--- src/rtl/core/qhd_pkg.sv ---
package qhd_pkg;

  localparam int SAMPLE_WIDTH_DEF = 16;
  localparam int FRAC_BITS_DEF    = 12;

  localparam int MODE_W    = 2;
  localparam int POS_W     = 3;
  localparam int SYMBOL_W  = 6;
  localparam int COUNT_W   = 3;
  localparam int NUM_CELLS = 7;

  localparam logic [MODE_W-1:0] MODE_QPSK  = 2'd0;
  localparam logic [MODE_W-1:0] MODE_QAM16 = 2'd1;
  localparam logic [MODE_W-1:0] MODE_QAM64 = 2'd2;

  typedef struct packed {
    logic             valid;
    logic [POS_W-1:0] pos_i;
    logic [POS_W-1:0] pos_q;
  } qhd_tag_t;

  function automatic longint scaled_level(longint mag, longint pw, int frac);
    longint target;
    longint lo;
    longint hi;
    longint mid;
    longint t;
    target = 4 * mag * mag * (longint'(1) << (2 * frac));
    lo = 0;
    hi = longint'(1) << (frac + 3);
    while (lo < hi) begin
      mid = (lo + hi + 1) >> 1;
      t = 2 * mid - 1;
      if (t * t * pw < target) begin
        lo = mid;
      end else begin
        hi = mid - 1;
      end
    end
    return lo;
  endfunction

  function automatic longint axis_level(int k, int p, int frac);
    longint num_levels;
    longint a;
    longint pw;
    longint m;
    num_levels = longint'(1) << k;
    a = 2 * longint'(p) - num_levels + 1;
    pw = (k == 1) ? 2 : ((k == 2) ? 10 : 42);
    m = scaled_level((a < 0) ? -a : a, pw, frac);
    return (a < 0) ? -m : m;
  endfunction

  function automatic int gray(int p);
    return p ^ (p >> 1);
  endfunction

  function automatic logic [POS_W-1:0] gray_bits(logic [POS_W-1:0] p);
    return p ^ (p >> 1);
  endfunction

endpackage

--- src/rtl/core/qhd_if.sv ---
interface qhd_sample_if #(
  parameter int SAMPLE_WIDTH = qhd_pkg::SAMPLE_WIDTH_DEF
);
  logic                           valid;
  logic                           ready;
  logic signed [SAMPLE_WIDTH-1:0] in_phase;
  logic signed [SAMPLE_WIDTH-1:0] quadrature;

  modport source (output valid, output in_phase, output quadrature, input ready);
  modport sink (input valid, input in_phase, input quadrature, output ready);
endinterface

interface qhd_result_if;
  logic                          valid;
  logic                          ready;
  logic [qhd_pkg::SYMBOL_W-1:0]  symbol_bits;
  logic [qhd_pkg::COUNT_W-1:0]   bit_count;

  modport source (output valid, output symbol_bits, output bit_count, input ready);
  modport sink (input valid, input symbol_bits, input bit_count, output ready);
endinterface

interface qhd_cfg_if;
  logic                        valid;
  logic                        ready;
  logic [qhd_pkg::MODE_W-1:0]  modulation_mode;

  modport source (output valid, output modulation_mode, input ready);
  modport sink (input valid, input modulation_mode, output ready);
endinterface

--- src/rtl/core/qhd_cell.sv ---
module qhd_cell #(
  parameter int SAMPLE_WIDTH = qhd_pkg::SAMPLE_WIDTH_DEF,
  parameter int FRAC_BITS    = qhd_pkg::FRAC_BITS_DEF,
  parameter int CELL_IDX     = 0
) (
  input  logic                           clk,
  input  logic                           rst,
  input  logic                           en,
  input  logic [qhd_pkg::MODE_W-1:0]     mode,
  input  qhd_pkg::qhd_tag_t              in_tag,
  input  logic signed [SAMPLE_WIDTH-1:0] in_i,
  input  logic signed [SAMPLE_WIDTH-1:0] in_q,
  output qhd_pkg::qhd_tag_t              out_tag,
  output logic signed [SAMPLE_WIDTH-1:0] out_i,
  output logic signed [SAMPLE_WIDTH-1:0] out_q
);

  localparam int CW = (SAMPLE_WIDTH + 1 > FRAC_BITS + 3) ? SAMPLE_WIDTH + 1 : FRAC_BITS + 3;

  // Each cell holds the decision boundary between axis positions CELL_IDX and CELL_IDX + 1.
  localparam logic signed [CW-1:0] SUM_1 = CW'(qhd_pkg::axis_level(1, CELL_IDX, FRAC_BITS)
                                            + qhd_pkg::axis_level(1, CELL_IDX + 1, FRAC_BITS));
  localparam logic signed [CW-1:0] SUM_2 = CW'(qhd_pkg::axis_level(2, CELL_IDX, FRAC_BITS)
                                            + qhd_pkg::axis_level(2, CELL_IDX + 1, FRAC_BITS));
  localparam logic signed [CW-1:0] SUM_3 = CW'(qhd_pkg::axis_level(3, CELL_IDX, FRAC_BITS)
                                            + qhd_pkg::axis_level(3, CELL_IDX + 1, FRAC_BITS));
  localparam bit TIE_UP   = qhd_pkg::gray(CELL_IDX + 1) < qhd_pkg::gray(CELL_IDX);
  localparam bit ACTIVE_1 = CELL_IDX < 1;
  localparam bit ACTIVE_2 = CELL_IDX < 3;
  localparam bit ACTIVE_3 = CELL_IDX < 7;

  logic signed [CW-1:0] sum;
  logic                 active;
  logic signed [CW-1:0] twice_i;
  logic signed [CW-1:0] twice_q;
  logic                 step_i;
  logic                 step_q;

  always_comb begin
    case (mode)
      qhd_pkg::MODE_QPSK: begin
        sum    = SUM_1;
        active = ACTIVE_1;
      end
      qhd_pkg::MODE_QAM16: begin
        sum    = SUM_2;
        active = ACTIVE_2;
      end
      default: begin
        sum    = SUM_3;
        active = ACTIVE_3;
      end
    endcase
  end

  assign twice_i = CW'(in_i) <<< 1;
  assign twice_q = CW'(in_q) <<< 1;

  // A sample exactly on the boundary goes to the side with the lower bit group.
  assign step_i = active && (TIE_UP ? (twice_i >= sum) : (twice_i > sum));
  assign step_q = active && (TIE_UP ? (twice_q >= sum) : (twice_q > sum));

  always_ff @(posedge clk) begin
    if (rst) begin
      out_tag.valid <= 1'b0;
    end else if (en) begin
      out_tag.valid <= in_tag.valid;
    end
    if (en) begin
      out_tag.pos_i <= in_tag.pos_i + qhd_pkg::POS_W'(step_i);
      out_tag.pos_q <= in_tag.pos_q + qhd_pkg::POS_W'(step_q);
      out_i         <= in_i;
      out_q         <= in_q;
    end
  end

endmodule

--- src/rtl/core/qam_hard_demapper_unit.sv ---
// Channel  Direction  Payload
// cfg      in         modulation_mode (2 bits)
// sample   in         in_phase, quadrature (SAMPLE_WIDTH bits each, signed)
// result   out        symbol_bits (6 bits), bit_count (3 bits)
//
// A sample beat passes through each cell of the boundary chain in turn, and one beat
// can enter every cycle while the chain is not held. There is one result beat per sample beat.
// Reset clears the modulation mode to QPSK and empties the chain.
// While a result waits and result.ready is low the whole chain holds and sample.ready is low.
// The configuration channel is always ready.
module qam_hard_demapper_unit #(
  parameter int SAMPLE_WIDTH = qhd_pkg::SAMPLE_WIDTH_DEF,
  parameter int FRAC_BITS    = qhd_pkg::FRAC_BITS_DEF
) (
  input  logic               clk,
  input  logic               rst,
  qhd_cfg_if.sink            cfg,
  qhd_sample_if.sink         sample,
  qhd_result_if.source       result
);

  localparam int N = qhd_pkg::NUM_CELLS;

  logic [qhd_pkg::MODE_W-1:0]     mode;
  logic                           en;
  qhd_pkg::qhd_tag_t              tag [N+1];
  logic signed [SAMPLE_WIDTH-1:0] chain_i [N];
  logic signed [SAMPLE_WIDTH-1:0] chain_q [N];
  logic [qhd_pkg::POS_W-1:0]      g_i;
  logic [qhd_pkg::POS_W-1:0]      g_q;

  assign cfg.ready = 1'b1;

  always_ff @(posedge clk) begin
    if (rst) begin
      mode <= qhd_pkg::MODE_QPSK;
    end else if (cfg.valid) begin
      mode <= cfg.modulation_mode;
    end
  end

  assign en           = !tag[N].valid || result.ready;
  assign sample.ready = en;

  assign tag[0].valid = sample.valid;
  assign tag[0].pos_i = '0;
  assign tag[0].pos_q = '0;
  assign chain_i[0]   = sample.in_phase;
  assign chain_q[0]   = sample.quadrature;

  for (genvar j = 0; j < N; j++) begin : g_cell
    if (j < N - 1) begin : g_mid
      qhd_cell #(
        .SAMPLE_WIDTH (SAMPLE_WIDTH),
        .FRAC_BITS    (FRAC_BITS),
        .CELL_IDX     (j)
      ) u_cell (
        .clk     (clk),
        .rst     (rst),
        .en      (en),
        .mode    (mode),
        .in_tag  (tag[j]),
        .in_i    (chain_i[j]),
        .in_q    (chain_q[j]),
        .out_tag (tag[j+1]),
        .out_i   (chain_i[j+1]),
        .out_q   (chain_q[j+1])
      );
    end else begin : g_last
      qhd_cell #(
        .SAMPLE_WIDTH (SAMPLE_WIDTH),
        .FRAC_BITS    (FRAC_BITS),
        .CELL_IDX     (j)
      ) u_cell (
        .clk     (clk),
        .rst     (rst),
        .en      (en),
        .mode    (mode),
        .in_tag  (tag[j]),
        .in_i    (chain_i[j]),
        .in_q    (chain_q[j]),
        .out_tag (tag[j+1]),
        .out_i   (),
        .out_q   ()
      );
    end
  end

  assign g_i = qhd_pkg::gray_bits(tag[N].pos_i);
  assign g_q = qhd_pkg::gray_bits(tag[N].pos_q);

  assign result.valid = tag[N].valid;

  always_comb begin
    case (mode)
      qhd_pkg::MODE_QPSK: begin
        result.symbol_bits = {4'b0000, g_i[0], g_q[0]};
        result.bit_count   = 3'd2;
      end
      qhd_pkg::MODE_QAM16: begin
        result.symbol_bits = {2'b00, g_i[1:0], g_q[1:0]};
        result.bit_count   = 3'd4;
      end
      default: begin
        result.symbol_bits = {g_i, g_q};
        result.bit_count   = 3'd6;
      end
    endcase
  end

`ifndef ASSERT_OFF
  a_qpsk_range: assert property (@(posedge clk) disable iff (rst)
    result.valid && mode == qhd_pkg::MODE_QPSK |->
      tag[N].pos_i <= 3'd1 && tag[N].pos_q <= 3'd1)
    else $error("QPSK decision beyond the second axis position");

  a_qam16_range: assert property (@(posedge clk) disable iff (rst)
    result.valid && mode == qhd_pkg::MODE_QAM16 |->
      tag[N].pos_i <= 3'd3 && tag[N].pos_q <= 3'd3)
    else $error("16-QAM decision beyond the fourth axis position");

  a_chain_holds: assert property (@(posedge clk) disable iff (rst)
    !en |=> $stable(tag[N]) && $stable(tag[1]))
    else $error("Cell chain moved while the result was stalled");

  a_entry_to_cell: assert property (@(posedge clk) disable iff (rst)
    sample.valid && sample.ready |=> tag[1].valid)
    else $error("Accepted sample beat did not enter the first cell");
`endif

endmodule

--- src/flat_wrapper.sv ---
// flat-port wrapper written by rule: the top's interface ports become plain ports
module qam_hard_demapper_unit_flat 
#(
  parameter int SAMPLE_WIDTH = qhd_pkg::SAMPLE_WIDTH_DEF,
  parameter int FRAC_BITS    = qhd_pkg::FRAC_BITS_DEF
)
  (clk, rst, cfg_valid, cfg_modulation_mode, cfg_ready, sample_valid, sample_in_phase, sample_quadrature, sample_ready, result_valid, result_symbol_bits, result_bit_count, result_ready);
  qhd_cfg_if cfg_i ();
  qhd_sample_if #(.SAMPLE_WIDTH(SAMPLE_WIDTH)) sample_i ();
  qhd_result_if result_i ();
  input  logic clk;
  input  logic rst;
  input wire logic [$bits(cfg_i.valid)-1:0] cfg_valid;
  input wire logic [$bits(cfg_i.modulation_mode)-1:0] cfg_modulation_mode;
  output wire logic [$bits(cfg_i.ready)-1:0] cfg_ready;
  input wire logic [$bits(sample_i.valid)-1:0] sample_valid;
  input wire logic [$bits(sample_i.in_phase)-1:0] sample_in_phase;
  input wire logic [$bits(sample_i.quadrature)-1:0] sample_quadrature;
  output wire logic [$bits(sample_i.ready)-1:0] sample_ready;
  output wire logic [$bits(result_i.valid)-1:0] result_valid;
  output wire logic [$bits(result_i.symbol_bits)-1:0] result_symbol_bits;
  output wire logic [$bits(result_i.bit_count)-1:0] result_bit_count;
  input wire logic [$bits(result_i.ready)-1:0] result_ready;
  assign cfg_i.valid = cfg_valid;
  assign cfg_i.modulation_mode = cfg_modulation_mode;
  assign cfg_ready = cfg_i.ready;
  assign sample_i.valid = sample_valid;
  assign sample_i.in_phase = sample_in_phase;
  assign sample_i.quadrature = sample_quadrature;
  assign sample_ready = sample_i.ready;
  assign result_valid = result_i.valid;
  assign result_symbol_bits = result_i.symbol_bits;
  assign result_bit_count = result_i.bit_count;
  assign result_i.ready = result_ready;
  qam_hard_demapper_unit #(.SAMPLE_WIDTH(SAMPLE_WIDTH), .FRAC_BITS(FRAC_BITS)) u_core (.clk(clk), .rst(rst), .cfg(cfg_i), .sample(sample_i), .result(result_i));
endmodule
--- config.mk ---
export PLATFORM = sky130hd
export DESIGN_NAME = qam_hard_demapper_unit_flat
export DESIGN_NICKNAME = d
export VERILOG_FILES = /design/src/rtl/core/qhd_pkg.sv /design/src/rtl/core/qhd_if.sv /design/src/rtl/core/qhd_cell.sv /design/src/rtl/core/qam_hard_demapper_unit.sv /design/src/flat_wrapper.sv
export SDC_FILE = /design/constraint.sdc
export NUM_CORES = 1
export LEC_CHECK = 0
export BUFFER_PORTS_ARGS = -buffer_cell sky130_fd_sc_hd__buf_2
export CAP_MARGIN = 15
export CORE_UTILIZATION = 55
export DETAILED_ROUTE_END_ITERATION = 7
export PLACE_DENSITY_LB_ADDON = 0.3
export SLEW_MARGIN = 20
export SYNTH_ARGS = -nofsm -noshare
export SYNTH_HDL_FRONTEND = slang
export SYNTH_HIERARCHICAL = 1
export SYNTH_SLANG_ARGS = --single-unit
export TNS_END_PERCENT = 1
--- constraint.sdc ---
create_clock -name clk -period 35.4 [get_ports clk]
set_clock_uncertainty 0.05 [all_clocks]
set_input_delay 8.85 -clock clk [delete_from_list [all_inputs] [get_ports clk]]
set_output_delay 8.85 -clock clk [all_outputs]
set_load 0.01 [all_outputs]
# --- Yosys cells after proc, flatten, opt, wreduce, memory -nomap -nowiden ---
# Cells that the tools add are included.
classes:
  add_sub_neg: 12
  n_eq_ne: 1
  n_reduce_logical: 16
  n_bitwise: 2
  order_cmp: 14
  muxes: 11
op_table:
  columns: ["operator", "count"]
  rows:
  - ["17-bit > comparator", 8]
  - ["16-bit one-hot mux with 2 select lines", 4]
  - ["17-bit greater-or-equal comparator", 6]
  - ["17-bit one-hot mux with 2 select lines", 3]
  - ["3-bit by 1-bit adder with 3-bit output", 10]
  - ["1-bit logical AND", 12]
  - ["6-bit one-hot mux with 2 select lines", 1]
  - ["3-bit one-hot mux with 2 select lines", 1]
  - ["3-bit by 2-bit XOR with 3-bit output", 2]
  - ["1-bit by 1-bit adder with 2-bit output", 2]
  - ["2-bit by 1-bit equality test with 1-bit output (second input constant)", 1]
  - ["2-bit zero test", 1]
  - ["1-bit 2-to-1 mux", 2]
  - ["2-bit OR reduction", 1]
  - ["1-bit zero test", 1]
  - ["1-bit logical OR", 1]
word_totals:
  reg_bits: 239
  wordCells: 90

# --- Depth between registers and ports, before layout ---
logic_depth:
  depth_word: 5
  ltp_mapped: 12
  mapped_depth_nobuf: 12

# --- Cells and area by module ---
# Netlist, hierarchy kept.
by_module_without_submodules:
  columns: ["module", "area_per_inst_um2", "cells_per_inst", "instances"]
  rows:
  - ["qhd_cell at u_core.g_cell[0].g_mid.u_cell", 1890.6, 136, 1]
  - ["qhd_cell at u_core.g_cell[4].g_mid.u_cell", 1875.5, 120, 1]
  - ["qhd_cell at u_core.g_cell[2].g_mid.u_cell", 1873.0, 126, 1]
  - ["qhd_cell at u_core.g_cell[3].g_mid.u_cell", 1866.8, 122, 1]
  - ["qhd_cell at u_core.g_cell[5].g_mid.u_cell", 1793.0, 112, 1]
  - ["qhd_cell at u_core.g_cell[6].g_last.u_cell", 1756.7, 111, 1]
  - ["qhd_cell at u_core.g_cell[1].g_mid.u_cell", 1726.7, 112, 1]
  - ["qam_hard_demapper_unit", 193.9, 25, 1]

# --- Worst setup path after synthesis ---
# Ideal clock, no wire load.
synth_timing:
  kind: "input to output"
  startpoint: "input port result_ready"
  endpoint: "output port sample_ready"
  path_buffers: 0
  arrival_time_ns: 15.519
  setup_slack_ns: 10.981
  cell_stages: 1
  t_required_ns: 26.500
  cell_sequence: "nand2b_1"
synth_via:
  elab_chain_len: 1
synth_lines:
  columns: ["element", "line_no", "rtl"]
  rows:
  - ["from (decl)", "flat_wrapper.sv:23", "input wire logic [$bits(result_i.ready)-1:0] result_ready;"]
  - ["1-bit logical OR", "qam_hard_demapper_unit.sv:42", "assign en = !tag[N].valid || result.ready;"]
  - ["to (decl)", "flat_wrapper.sv:19", "output wire logic [$bits(sample_i.ready)-1:0] sample_ready;"]
# No other way between the ends.

# --- Worst setup path after layout ---
# Same ends and word-level chain as after synthesis.

==> results.ini <==
[setup_path]
cp_max_fo=76
cp_slowest_cell=nand2b_4
worst-path-buf-inv=2
reg2reg_depth=9
startpoint_type=input port
endpoint_kind=primary output
cpPeakStageDelay_ps=700
crit_type=in2out
crit_chain=buf_2 -> nand2b_4 -> buf_2
cp_top_family=simple AND/OR/NAND/NOR gates
cpMostUsedCell=buf_2
r2r-end=u_core/g_cell[1].g_mid.u_cell/out_tag[4]
rr_startpoint=u_core/mode[1]
rrSetupSlack_ps=31310
arrival_ps=9930
required_ps=26500

[job]
maxCapViolCount=0

[outcome]
status=complete, no violations

[floorplanning]
die_w_um=150
die_h_um=150
num_rows=53
pin_count=51
dieArea_mm2=0.0224
initial_utilization_pct=56.6
coreArea_mm2=0.0212

[timing]
period_share_pct=53.2
finalHoldViolations=0
hold_slack_ps=390
setup_viol=0
max_freq_ghz=0.0531
drv_slew=0
min_period_ps=18830
slew_headroom_pct=33.1
tightest_slew_ps=1000
tns_ps=0
rsz0062_at_grt=no

[clock_network]
clk_latency_ps=510
clk_pin_slew_ps=60
numCtsBuffers=25
cts_max_level=1
cts_hold_buf=0
cts_post_setup_buffers_inserted=0
cts_resized=0
cts_num_sinks=243
cts_tree=yes
clk_path_buf_depth=3
cts_root_buf=clkbuf_16

[finish]
layout-drive-gt1-share_pct=12.6
area_growth_pct=11.4
antenna_cells=0
final_nets=1117
most-common-layout-cells=234 x edfxtp_1, 169 x ha_1, 48 x buf_2, 36 x nor2_1, 34 x inv_1
final_common_cell=edfxtp_1

[worst_hold_path]
holdPathEnd=u_core/g_cell[1].g_mid.u_cell/out_q[0]
hold_class=reg2reg
whs_path_depth=0
hold_start=u_core/g_cell[0].g_mid.u_cell/out_q[0]

[global_route]
grt_pass1_vias=6813
grt_overflow=0
grt_pass1_wl_um=31900
grt_max_degree=85
grt_usage_pct=17.9
antenna_found_initial=0

[routing]
detail_route.wl_per_cell_um=15.8
wl_um=19000
postRouteAntennaNets=0
vias=6871
drcViolationCount=0
via_per_inst=5.73
drtIter0Drc=351
firstDrtPassIters=5

[yosys]
avgSynthCellArea_um2=14.4
netlist_instances=832
netlist_area_mm2=0.0120
yosys_warnings=6

[placed_design]
portBuffers=48
dpl.hpwl_um=13700
place_congestion=0.880

[power]
p_per_area_mw_per_mm2=51.8
ir_drop_mv=0.0300
power.leakage_nw=5.55

-- worst max-delay path by stage --
stage                    to  slack [ps]  cells after the start         start
6_report       sample_ready       16570                      3  result_ready
5_1_grt        sample_ready       16440                      3  result_ready
4_1_cts        sample_ready       16540                      3  result_ready
3_5_place_dp   sample_ready       16540                      3  result_ready
3_3_place_gp   sample_ready       16560                      3  result_ready
2_1_floorplan  sample_ready       11740                      1  result_ready
-- layout make-up --
class,instances,area [um^2]
fill,1601,7840
sequential,243,7210
multi-input combinational,551,4640
clock buffer,29,641
tap,275,344
timing repair buffer,52,270
inverter,36,140
clock inverter,14,138
-- per-layer routing --
layer  part of all wire [%]  up-vias  track usage, %  routed length [um]
met5                      0        -               0                   0
met4                    3.8        0            8.84                 723
met3                    3.7       66            2.65                 695
met2                     50      169            31.6                9480
met1                     43     3175            21.4                8080
li1                       -     3461               -                   -
-- sequential cells by signal, summed over array words and instances, names as in the netlist --
register and cells:
u_core/g_cell.g_last.u_cell/out_tag 7, u_core/g_cell.g_mid.u_cell/out_q 96, u_core/g_cell.g_mid.u_cell/out_i 96, u_core/mode 2
u_core/g_cell.g_mid.u_cell/out_tag 42
-- report_power, final --
group / leakage (nW) / switching, W / internal [W]
registers: 2.55 / 0.0000156 / 0.000351
logic: 2.61 / 0.0000425 / 0.0000359
clock network: 0.384 / 0.0000980 / 0.000150
-- per-stage QoR --
step | utilization [%] | cells | total power, W | setup slack [ps] | instance area, um^2
2_1_floorplan | - | 838 | 0.000424 | 11740 | 12000
3_3_place_gp | 59.4 | 1157 | 0.000447 | 16560 | 12600
3_5_place_dp | 59.4 | 1157 | 0.000451 | 16540 | 12600
4_1_cts | 63.1 | 1200 | 0.000701 | 16540 | 13400
5_1_grt | 63.1 | 1200 | 0.000727 | 16440 | 13400
6_report | 63.1 | 1200 | 0.000693 | 16570 | 13400
No activity file was read; power rests on OpenSTA's default activity.
